<file path="src/rtl/wrc_pkg.sv">
// Shared types and constants for the windowed request rate counter.
`default_nettype none

package wrc_pkg;

    localparam int unsigned DATA_W = 32;
    localparam int unsigned BYTE_W = 64;
    localparam int unsigned ADDR_W = 3;

    localparam logic [DATA_W-1:0] WINDOW_LENGTH_RESET = 32'd60;

    // Register word index decoded from paddr[ADDR_W-1:2].
    localparam logic REG_WINDOW_LENGTH = 1'b0;

    typedef enum logic [3:0] {
        ST_IDLE   = 4'b0001,
        ST_ACCUM  = 4'b0010,
        ST_DIV    = 4'b0100,
        ST_FINISH = 4'b1000
    } state_t;

    typedef struct packed {
        logic busy;
        logic done;
    } div_status_t;

endpackage

`default_nettype wire

</file>
<file path="src/rtl/wrc_divider.sv">
// Radix-2 restoring divider, one quotient bit per cycle.
`default_nettype none

module wrc_divider (
    input  wire                          aclk,
    input  wire                          aresetn,
    input  wire                          start,
    input  wire  [wrc_pkg::DATA_W-1:0]   dividend,
    input  wire  [wrc_pkg::DATA_W-1:0]   divisor,
    output wrc_pkg::div_status_t         status,
    output logic [wrc_pkg::DATA_W-1:0]   quotient,
    output logic [wrc_pkg::DATA_W-1:0]   remainder
);

    localparam int unsigned W     = wrc_pkg::DATA_W;
    localparam int unsigned CNT_W = $clog2(W);
    localparam logic [CNT_W-1:0] STEP_LAST = CNT_W'(W - 1);

    logic [W-1:0]     rem_reg, rem_next;
    logic [W-1:0]     quo_reg, quo_next;
    logic [W-1:0]     divisor_reg;
    logic [CNT_W-1:0] count_reg, count_next;
    logic             busy_reg, busy_next;
    logic             done_reg, done_next;

    logic [W:0]   shifted;
    logic [W-1:0] diff;
    logic         fits;

    // where the divisor fits, the true difference is below the divisor
    assign shifted = {rem_reg, quo_reg[W-1]};
    assign diff    = shifted[W-1:0] - divisor_reg;
    assign fits    = shifted >= {1'b0, divisor_reg};

    always_comb begin
        rem_next   = rem_reg;
        quo_next   = quo_reg;
        count_next = count_reg;
        busy_next  = busy_reg;
        done_next  = done_reg;
        if (start) begin
            rem_next   = '0;
            quo_next   = dividend;
            count_next = STEP_LAST;
            busy_next  = 1'b1;
            done_next  = 1'b0;
        end else if (busy_reg) begin
            // shift in the next dividend bit, subtract where the divisor fits
            rem_next   = fits ? diff : shifted[W-1:0];
            quo_next   = {quo_reg[W-2:0], fits};
            count_next = count_reg - CNT_W'(1);
            if (count_reg == '0) begin
                busy_next = 1'b0;
                done_next = 1'b1;
            end
        end
    end

    always_ff @(posedge aclk) begin
        if (!aresetn) begin
            busy_reg  <= 1'b0;
            done_reg  <= 1'b0;
            count_reg <= '0;
        end else begin
            busy_reg  <= busy_next;
            done_reg  <= done_next;
            count_reg <= count_next;
        end
    end

    always_ff @(posedge aclk) begin
        rem_reg <= rem_next;
        quo_reg <= quo_next;
        if (start) begin
            divisor_reg <= divisor;
        end
    end

    assign status.busy = busy_reg;
    assign status.done = done_reg;
    assign quotient    = quo_reg;
    assign remainder   = rem_reg;

endmodule

`default_nettype wire

</file>
<file path="src/rtl/windowed_request_rate_counter_top.sv">
// Top level of the windowed request rate counter: sequencer, totals and register port.
`default_nettype none

// Counts cache requests in tumbling windows of window_length timestamp units
// (a length of 0 acts as 1). A request is accepted on an s_ beat, captured,
// and then in the accumulate step added to the saturating totals while its
// timestamp is compared with the window boundary. When the request reaches the
// boundary, the number of empty windows skipped is found by a bit-serial
// divider that produces one quotient bit per cycle, and s_ready stays low
// until the division is done and the result is issued, which waits while the
// previous result beat is still waiting on m_ready. One m_ beat then carries the
// closed window's totals, the totals clear, and the boundary moves to the first
// window end past the request. window_length sits at byte address 0 of the APB
// port and should be written only while the block is idle.
module windowed_request_rate_counter_top (
    input  wire                          aclk,
    input  wire                          aresetn,

    input  wire                          psel,
    input  wire                          penable,
    input  wire                          pwrite,
    input  wire  [wrc_pkg::ADDR_W-1:0]   paddr,
    input  wire  [wrc_pkg::DATA_W-1:0]   pwdata,
    output logic [wrc_pkg::DATA_W-1:0]   prdata,
    output logic                         pready,

    input  wire                          s_valid,
    output logic                         s_ready,
    input  wire  [wrc_pkg::DATA_W-1:0]   s_timestamp,
    input  wire  [wrc_pkg::DATA_W-1:0]   s_object_size,
    input  wire                          s_first_in_window,
    input  wire                          s_compulsory_miss,

    output logic                         m_valid,
    input  wire                          m_ready,
    output logic [wrc_pkg::DATA_W-1:0]   m_window_requests,
    output logic [wrc_pkg::BYTE_W-1:0]   m_window_bytes,
    output logic [wrc_pkg::DATA_W-1:0]   m_window_objects,
    output logic [wrc_pkg::DATA_W-1:0]   m_window_cold_misses,
    output logic [wrc_pkg::DATA_W-1:0]   m_empty_windows_after
);

    localparam int unsigned W  = wrc_pkg::DATA_W;
    localparam int unsigned BW = wrc_pkg::BYTE_W;

    // register port
    logic [W-1:0] window_length_reg;
    logic         cfg_write;
    logic         cfg_sel_len;

    assign pready      = 1'b1;
    assign cfg_sel_len = paddr[wrc_pkg::ADDR_W-1] == wrc_pkg::REG_WINDOW_LENGTH;
    assign cfg_write   = psel && penable && pwrite && pready;
    assign prdata      = cfg_sel_len ? window_length_reg : '0;

    always_ff @(posedge aclk) begin
        if (!aresetn) begin
            window_length_reg <= wrc_pkg::WINDOW_LENGTH_RESET;
        end else if (cfg_write && cfg_sel_len) begin
            window_length_reg <= pwdata;
        end
    end

    logic [W-1:0] win_len;
    assign win_len = (window_length_reg == '0) ? W'(1) : window_length_reg;

    // sequencer and state
    wrc_pkg::state_t state_reg, state_next;

    logic          started_reg, started_next;
    logic [W:0]    next_boundary_reg, next_boundary_next;
    logic [W-1:0]  request_total_reg, request_total_next;
    logic [BW-1:0] byte_total_reg, byte_total_next;
    logic [W-1:0]  object_total_reg, object_total_next;
    logic [W-1:0]  cold_miss_total_reg, cold_miss_total_next;

    logic [W-1:0]  ts_reg, size_reg;
    logic          first_reg, cold_reg;

    logic          out_valid_reg, out_valid_next;
    logic [W-1:0]  out_requests_reg, out_objects_reg, out_cold_reg, out_empties_reg;
    logic [BW-1:0] out_bytes_reg;

    logic          in_beat;
    logic          closes;
    logic          advance;
    logic          div_start;
    logic [W-1:0]  gap;
    logic [BW:0]   byte_sum;

    wrc_pkg::div_status_t div_st;
    logic [W-1:0]  div_quo;
    logic [W-1:0]  div_rem;

    assign s_ready  = state_reg == wrc_pkg::ST_IDLE;
    assign in_beat  = s_valid && s_ready;
    assign closes   = started_reg && ({1'b0, ts_reg} >= next_boundary_reg);
    assign gap      = ts_reg - next_boundary_reg[W-1:0];
    assign byte_sum = {1'b0, byte_total_reg} + {{(BW-W+1){1'b0}}, size_reg};
    assign advance  = (state_reg == wrc_pkg::ST_FINISH) && (!out_valid_reg || m_ready);
    assign div_start = (state_reg == wrc_pkg::ST_ACCUM) && closes;

    wrc_divider u_div (
        .aclk      (aclk),
        .aresetn   (aresetn),
        .start     (div_start),
        .dividend  (gap),
        .divisor   (win_len),
        .status    (div_st),
        .quotient  (div_quo),
        .remainder (div_rem)
    );

    always_comb begin
        state_next           = state_reg;
        started_next         = started_reg;
        next_boundary_next   = next_boundary_reg;
        request_total_next   = request_total_reg;
        byte_total_next      = byte_total_reg;
        object_total_next    = object_total_reg;
        cold_miss_total_next = cold_miss_total_reg;
        out_valid_next       = out_valid_reg && !m_ready;

        unique case (state_reg)
            wrc_pkg::ST_IDLE: begin
                if (in_beat) begin
                    state_next = wrc_pkg::ST_ACCUM;
                end
            end
            wrc_pkg::ST_ACCUM: begin
                if (!started_reg) begin
                    started_next       = 1'b1;
                    next_boundary_next = {1'b0, ts_reg} + {1'b0, win_len};
                end
                request_total_next = (request_total_reg == '1) ?
                                     request_total_reg : request_total_reg + W'(1);
                byte_total_next    = byte_sum[BW] ? '1 : byte_sum[BW-1:0];
                if (first_reg && object_total_reg != '1) begin
                    object_total_next = object_total_reg + W'(1);
                end
                if (cold_reg && cold_miss_total_reg != '1) begin
                    cold_miss_total_next = cold_miss_total_reg + W'(1);
                end
                state_next = closes ? wrc_pkg::ST_DIV : wrc_pkg::ST_IDLE;
            end
            wrc_pkg::ST_DIV: begin
                if (div_st.done) begin
                    state_next = wrc_pkg::ST_FINISH;
                end
            end
            wrc_pkg::ST_FINISH: begin
                // hold until the result slot is free
                if (advance) begin
                    out_valid_next       = 1'b1;
                    request_total_next   = '0;
                    byte_total_next      = '0;
                    object_total_next    = '0;
                    cold_miss_total_next = '0;
                    next_boundary_next   = {1'b0, ts_reg} - {1'b0, div_rem}
                                         + {1'b0, win_len};
                    state_next           = wrc_pkg::ST_IDLE;
                end
            end
            default: begin
                state_next = wrc_pkg::ST_IDLE;
            end
        endcase
    end

    always_ff @(posedge aclk) begin
        if (!aresetn) begin
            state_reg           <= wrc_pkg::ST_IDLE;
            started_reg         <= 1'b0;
            next_boundary_reg   <= '0;
            request_total_reg   <= '0;
            byte_total_reg      <= '0;
            object_total_reg    <= '0;
            cold_miss_total_reg <= '0;
            out_valid_reg       <= 1'b0;
        end else begin
            state_reg           <= state_next;
            started_reg         <= started_next;
            next_boundary_reg   <= next_boundary_next;
            request_total_reg   <= request_total_next;
            byte_total_reg      <= byte_total_next;
            object_total_reg    <= object_total_next;
            cold_miss_total_reg <= cold_miss_total_next;
            out_valid_reg       <= out_valid_next;
        end
    end

    always_ff @(posedge aclk) begin
        if (in_beat) begin
            ts_reg    <= s_timestamp;
            size_reg  <= s_object_size;
            first_reg <= s_first_in_window;
            cold_reg  <= s_compulsory_miss;
        end
        if (advance) begin
            out_requests_reg <= request_total_reg;
            out_bytes_reg    <= byte_total_reg;
            out_objects_reg  <= object_total_reg;
            out_cold_reg     <= cold_miss_total_reg;
            out_empties_reg  <= div_quo;
        end
    end

    assign m_valid               = out_valid_reg;
    assign m_window_requests     = out_requests_reg;
    assign m_window_bytes        = out_bytes_reg;
    assign m_window_objects      = out_objects_reg;
    assign m_window_cold_misses  = out_cold_reg;
    assign m_empty_windows_after = out_empties_reg;

    a_beat_to_accum: assert property (@(posedge aclk) disable iff (!aresetn)
        in_beat |=> state_reg == wrc_pkg::ST_ACCUM)
        else $error("accepted request did not enter accumulation");

    a_started_sticks: assert property (@(posedge aclk) disable iff (!aresetn)
        started_reg |=> started_reg)
        else $error("started flag dropped without reset");

    a_result_from_finish: assert property (@(posedge aclk) disable iff (!aresetn)
        $rose(out_valid_reg) |-> $past(state_reg) == wrc_pkg::ST_FINISH)
        else $error("result raised outside the finish step");

    a_boundary_past_request: assert property (@(posedge aclk) disable iff (!aresetn)
        advance |=> next_boundary_reg > {1'b0, ts_reg})
        else $error("boundary not moved past the closing request");

    a_remainder_bound: assert property (@(posedge aclk) disable iff (!aresetn)
        (state_reg == wrc_pkg::ST_FINISH) |-> div_rem < win_len)
        else $error("divider remainder not below window length");

    a_div_busy: assert property (@(posedge aclk) disable iff (!aresetn)
        (state_reg == wrc_pkg::ST_DIV && !div_st.done) |-> div_st.busy)
        else $error("divider idle while a division is pending");

endmodule

`default_nettype wire

</file>
<file path="config.mk">
export PLATFORM = sky130hd
export DESIGN_NAME = windowed_request_rate_counter_top
export DESIGN_NICKNAME = d
export VERILOG_FILES = /design/src/rtl/wrc_pkg.sv /design/src/rtl/wrc_divider.sv /design/src/rtl/windowed_request_rate_counter_top.sv
export SDC_FILE = /design/constraint.sdc
export NUM_CORES = 1
export LEC_CHECK = 0
export BUFFER_PORTS_ARGS = -buffer_cell sky130_fd_sc_hd__buf_2
export CAP_MARGIN = 25
export CORE_MARGIN = 1
export CORE_UTILIZATION = 25
export CTS_CLUSTER_SIZE = 20
export DETAILED_ROUTE_END_ITERATION = 8
export PLACE_DENSITY = 0.47
export SLEW_MARGIN = 20
export SYNTH_ARGS = -nofsm -noshare
export SYNTH_HDL_FRONTEND = slang
export SYNTH_HIERARCHICAL = 1
export SYNTH_SLANG_ARGS = --single-unit
</file>
<file path="constraint.sdc">
create_clock -name aclk -period 8.7 [get_ports aclk]
set_input_delay 1.74 -clock aclk [delete_from_list [all_inputs] [get_ports aclk]]
set_output_delay 1.74 -clock aclk [all_outputs]
set_load 0.005 [all_outputs]
</file>
==> impl_metrics.env, run 1 <==
export IMPL_status="finished, final reports clean"
export IMPL_finalPower_w=0.00930
export IMPL_syn_nets=3588
export IMPL_drt_iter0_markers=1762
export IMPL_rr_worst_depth=12
export IMPL_maxCapViolCount=0
export IMPL_crit_chain="buf_2 -> nor2b_1 -> buf_4 -> o21ai_1 -> nand2_1 -> a21oi_4 -> buf_4 -> nand2_1 -> buf_4 -> inv_8 -> buf_4"
export IMPL_holdBufCountCts=0
export IMPL_cts_tree="built"
export IMPL_wl_per_cell_um=18.9
export IMPL_design_final_nets=3866
export IMPL_final_antenna_net_count=0
export IMPL_drt_pass1_iter_count=5
export IMPL_pre_cts_slack_ns=2.98
export IMPL_setup_violations_final=0
export IMPL_fin_hold_ws_ns=0.412
export IMPL_rsz0062_at_grt="no"
export IMPL_clk_root_buffer_cell="clkbuf_16"
export IMPL_timing_rr_start="ts_reg[29]"
export IMPL_fin_ws_ns=3.67
export IMPL_fmax_ghz=0.199
export IMPL_cts_buffer_depth=3
export IMPL_reg2reg_slack_ns=3.78
export IMPL_dpl_hpwl_mm=74.9
export IMPL_cts_setup_buffers=0
export IMPL_drive_above_1_share_pct=15.9
export IMPL_critical_path_arrival_ns=5.30
export IMPL_hp_start="u_div/quotient[27]"
export IMPL_fp_row_count=131
export IMPL_hold_end="m_empty_windows_after[27]"
export IMPL_gp_congestion=0.867
export IMPL_grt_max_degree=94
export IMPL_netlist_area_mm2=0.0321
export IMPL_dieArea_mm2=0.130
export IMPL_maxSlewViolCount=0
export IMPL_die_width_um=360
export IMPL_syn_inst=3278
export IMPL_period_needed_ns=5.03
export IMPL_finalWirelength_mm=99.6
export IMPL_synth_avg_cell_area_um2=9.78
export IMPL_grt_pass1_wl_mm=149
export IMPL_syn_to_final_growth_pct=18.9
export IMPL_vdd_ir_drop_max_v=0.000153
export IMPL_relSlewSlack_pct=29.9
export IMPL_numPortBuffers=331
export IMPL_ys_warn_count=6
export IMPL_grt_pass1_vias=24000
export IMPL_antenna_found_initial=15
export IMPL_grt_overflow=0
export IMPL_drc=0
export IMPL_h_tree_depth=3
export IMPL_cts_resized=0
export IMPL_ios=335
export IMPL_p_leak_nw=15.3
export IMPL_tns_ns=0
export IMPL_clk_pin_slew_worst_paths_ns=0.06
export IMPL_hold_class="register to register"
export IMPL_hold_viol_final=0
export IMPL_die_y_um=360
export IMPL_viasPerCell=4.73
export IMPL_p_per_area_mw_per_mm2=244
export IMPL_rr_endpoint="u_div/remainder[26]"
export IMPL_finalCoreUtilization_pct=29.9
export IMPL_final_setup_skew_ns=0.0394
export IMPL_path_common_cell="buf_4"
export IMPL_num_vias=25000
export IMPL_core_area_mm2=0.127
export IMPL_worstPathMaxFanout=87
export IMPL_cpPeakStageDelay_ns=0.83
export IMPL_crit_type="input port to register"
export IMPL_end_kind="register"
export IMPL_cts_sinks=592
export IMPL_grt_usage_pct=15.0
export IMPL_crit_required_ns=8.96
export IMPL_critPathLaunchType="input port"
export IMPL_worst_skew_pair_late_latency_ns=0.65
export IMPL_period_share_pct=57.9
export IMPL_worst_slew_pin_slew_ns=1.04
export IMPL_min_path_cells=0
export IMPL_cts_buffers=75
export IMPL_floorplan_initialDensity_pct=25.2
export IMPL_slowest_stage="buf_4"
==> critical path, delay by kind of cell <==
| family | cells | cell delay (ns) |
|---|---|---|
| buffers and inverters | 6 | 2.44 |
| and+or+nand+nor | 3 | 0.65 |
| AOI/OAI and AO/OA | 2 | 0.37 |
==> per-stage QoR <==
stage	area, um2	cells
global route	38100	5279
CTS	38100	5278
floorplan	32100	3278
detailed placement	35400	5140
finish	38100	5283
global placement	35400	5138
==> metal layers <==
layer  track usage [%]  share of wire (%)  wire length, um
met3              3.02                6.1             6100
met5                 0              0.024               24
met2              24.7                 46            46100
met1              19.8                 45            45000
met4              4.42                2.4             2360
==> cell usage in the layout, fill, tap and decap left out, types with 18 or more instances in the layout <==
cell and n:
nor2_1 236, nand2b_1 29, inv_1 256, xnor2_1 107, dfxtp_1 269, edfxtp_1 322, a21boi_0 44, buf_2 330
and2_1 25, clkbuf_16 77, buf_4 23, a21o_1 59, nand2_1 355, and3_1 34, or3_1 38, nor2b_1 29
ha_1 166, nor3_1 45, a31oi_1 47, nand4_1 47, nand3_1 94, nor4_1 18, fa_1 36, o21a_1 30
xor2_1 91, mux2_2 32, o211ai_1 32, a311oi_1 23, a211oi_1 21, o21ai_1 24, o21ai_0 146, a21oi_1 206
==> power by group <==
part	total, W	internal (W)	switching (W)
logic	0.00264	0.00104	0.00160
registers	0.00330	0.00311	0.000188
clock network	0.00337	0.00205	0.00132
total	0.00930	0.00620	0.00311
==> final cells by class <==
| class | instances | area, um2 |
|---|---|---|
| inverter | 258 | 978 |
| sequential | 592 | 15100 |
| fill | 13400 | 89200 |
| multi-input combinational | 2273 | 15400 |
| timing repair buffer | 356 | 1890 |
| clock inverter | 39 | 587 |
| antenna | 4 | 10.0 |
| tap | 1662 | 2080 |
| clock buffer | 99 | 2100 |
==> worst max-delay path by stage <==
stage               cells past startpoint  slack, ns       start                    end
floorplan                               9       1.57     m_ready  next_boundary_reg[24]
global placement                       11       3.03     m_ready     m_window_bytes[49]
detailed placement                     11       2.98     m_ready     m_window_bytes[48]
CTS                                    12       3.66  ts_reg[29]    u_div/remainder[26]
global route                           12       3.24  ts_reg[30]    u_div/remainder[24]
finish                                 11       3.67     m_ready     m_window_bytes[57]
No activity file was read; power rests on OpenSTA's default activity.
==> run 2, diff against run 1 <==
==> constraint.sdc (replaced) <==
create_clock -name aclk -period 4.7 [get_ports aclk]
set_input_delay 0.94 -clock aclk [delete_from_list [all_inputs] [get_ports aclk]]
set_output_delay 0.94 -clock aclk [all_outputs]
set_load 0.005 [all_outputs]
==> run 2 against run 1 <==
Global-route usage grew 0.33 points. Worst hold slack improved by 0.015 ns. Via count increased by 0.86%. Combinational power is 87% higher. Final area rose by 0.72%. Clock skew rose by 0.0079 ns. First-iteration DRC count decreased by 2.7%. Critical endpoint is now next_boundary_reg[30]. Highest routed layer unchanged.
==> impl_metrics.env, run 2 (synthesized netlist as in run 1, its figures left out) <==
export IMPL_switching_power_w=0.00577
export IMPL_period_share_pct=92.6
export IMPL_finalCoreUtilization_pct=30.1
export IMPL_die_width_um=360
export IMPL_setup_violations_final=0
export IMPL_combPwrFrac_pct=28.9
export IMPL_num_vias=25200
export IMPL_p_int_w=0.0113
export IMPL_swShare_pct=33.7
export IMPL_finalWirelength_mm=101
export IMPL_pre_cts_slack_ns=0.114
export IMPL_viasPerCell=4.74
export IMPL_die_y_um=360
export IMPL_rr_endpoint="next_boundary_reg[30]"
export IMPL_period_needed_ns=4.35
export IMPL_drt_iter0_markers=1715
export IMPL_layout_commonest_cell="nand2_1"
export IMPL_worstPathMaxFanout=3
export IMPL_fmax_ghz=0.230
export IMPL_p_per_area_mw_per_mm2=445
export IMPL_crit_chain="nor4_2 -> buf_4 -> nand4_1 -> o21bai_2 -> buf_4 -> ha_1 -> inv_1 -> fa_1 -> nand2b_1 -> a21oi_1 -> o2111ai_1 -> a21oi_1 -> a31oi_1 -> o31a_1 -> o21ai_2 -> mux2_2 -> a211oi_1"
export IMPL_cts_buffer_depth=3
export IMPL_timing_rr_start="window_length_reg[25]"
export IMPL_grt_pass1_vias=24100
export IMPL_place_area_mm2=0.0357
export IMPL_hold_class="input port to register"
export IMPL_end_kind="register"
export IMPL_critical_path_arrival_ns=4.92
export IMPL_syn_to_final_growth_pct=19.7
export IMPL_final_setup_skew_ns=0.0474
export IMPL_critPathLaunchType="register"
export IMPL_grt_pass1_wl_mm=152
export IMPL_status="finished, final reports clean"
export IMPL_final_cell_mix="353 x nand2_1, 330 x buf_2, 322 x edfxtp_1"
export IMPL_grt_overflow=0
export IMPL_cts_sinks=592
export IMPL_grt_max_degree=110
export IMPL_clk_pin_slew_worst_paths_ns=0.06
export IMPL_maxSlewViolCount=0
export IMPL_antenna_found_initial=24
export IMPL_maxCapViolCount=0
export IMPL_drive_above_1_share_pct=17.0
export IMPL_cts_buffers=73
export IMPL_relSlewSlack_pct=34.4
export IMPL_p_leak_nw=15.5
export IMPL_reg2reg_slack_ns=0.35
export IMPL_tns_ns=0
export IMPL_clk_root_buffer_cell="clkbuf_16"
export IMPL_wl_per_cell_um=19.0
export IMPL_crit_required_ns=5.27
export IMPL_ios=335
export IMPL_dieArea_mm2=0.130
export IMPL_cts_tree="built"
export IMPL_hold_viol_final=0
export IMPL_crit_type="register to register"
export IMPL_min_path_cells=1
export IMPL_rsz0062_at_grt="no"
export IMPL_rr_worst_depth=17
export IMPL_vdd_ir_drop_max_v=0.000299
export IMPL_final_area_mm2=0.0384
export IMPL_floorplan_initialDensity_pct=25.2
export IMPL_drt_pass1_iter_count=5
export IMPL_hold_end="size_reg[26]"
export IMPL_fin_hold_ws_ns=0.427
export IMPL_hp_start="s_object_size[26]"
export IMPL_core_area_mm2=0.127
export IMPL_design_final_nets=3901
export IMPL_worst_skew_pair_late_latency_ns=0.69
export IMPL_fill_cells=13400
export IMPL_drc=0
export IMPL_power_frac_seq_pct=35.7
export IMPL_p_clk_share_pct=35.5
export IMPL_slowest_stage="fa_1"
export IMPL_worst_slew_pin_slew_ns=0.982
export IMPL_cpPeakStageDelay_ns=0.37
export IMPL_fp_row_count=131
export IMPL_holdBufCountCts=0
export IMPL_gp_congestion=0.857
export IMPL_grt_usage_pct=15.4
export IMPL_numPortBuffers=331
export IMPL_dpl_hpwl_mm=77.2
export IMPL_h_tree_depth=3
export IMPL_fin_ws_ns=0.348
export IMPL_final_antenna_net_count=0
==> run 2: area by class of cell <==
cell class / instances / area (um2) / share of cell area [%]
multi-input cells: 2273 / 15400 / 40.2
flip-flops and latches: 592 / 15100 / 39.3
well taps: 1662 / 2080 / 5.42
repair buffers: 393 / 2200 / 5.73
clock inverters: 46 / 634 / 1.65
diodes: 4 / 10.0 / 0.0261
inverters: 258 / 975 / 2.54
clock buffers: 90 / 1980 / 5.16
==> run 2: per-stage QoR <==
step | power, W | std cells
global route | 0.0182 | 5314
finish | 0.0171 | 5318
CTS | 0.0173 | 5313
global placement | 0.0111 | 5177
floorplan | 0.00977 | 3278
detailed placement | 0.0111 | 5177
==> run 2: worst max-delay path by stage <==
| stage | endpoint | slack [ns] | from | depth (start not counted) |
|---|---|---|---|---|
| after floorplan | next_boundary_reg[24] | -0.28 | m_ready | 9 |
| after global placement | next_boundary_reg[30] | 0.004 | window_length_reg[25] | 17 |
| after detailed placement | next_boundary_reg[30] | 0.11 | window_length_reg[26] | 17 |
| after CTS | next_boundary_reg[30] | 0.009 | window_length_reg[25] | 17 |
| after global routing | next_boundary_reg[30] | 0.0008 | window_length_reg[25] | 17 |
| final | next_boundary_reg[30] | 0.35 | window_length_reg[25] | 17 |
==> run 2: power groups by stage <==
stage | clock (W) | sequential, W | combinational [W]
floorplan | 0 | 0.00604 | 0.00373
global placement | 0 | 0.00623 | 0.00489
detailed placement | 0 | 0.00623 | 0.00489
CTS | 0.00627 | 0.00612 | 0.00493
global route | 0.00646 | 0.00614 | 0.00557
finish | 0.00607 | 0.00610 | 0.00493
==> run 2: what timing repair did <==
| action | CTS | global route |
|---|---|---|
| endpoints found under the hold margin | 0 | 0 |
| gates resized for setup | 0 | 3 |
| endpoints found under the setup margin | 0 | 5 |
| buffers inserted | 0 | 0 |
==> run 2: metal layers <==
layer  GRT usage, %  vias to the layer above  wire [um]
met5              0                        -         72
met4           4.67                       10       2680
met3           3.18                      139       5870
met2           24.6                      667      46400
met1           20.6                    12000      46300
li1               -                    12400          -
==> run 2: worst max-delay path: cells and delay by family (launching register included) <==
| family | cells | cell delay, ns |
|---|---|---|
| AO/OA/AOI/OAI | 8 | 1.84 |
| adder cells (fa/ha/maj) | 2 | 0.56 |
| buffers and inverters | 3 | 0.44 |
| flip-flops | 1 | 0.32 |
| multiplexers | 1 | 0.34 |
| AND/OR/NAND/NOR | 3 | 0.71 |
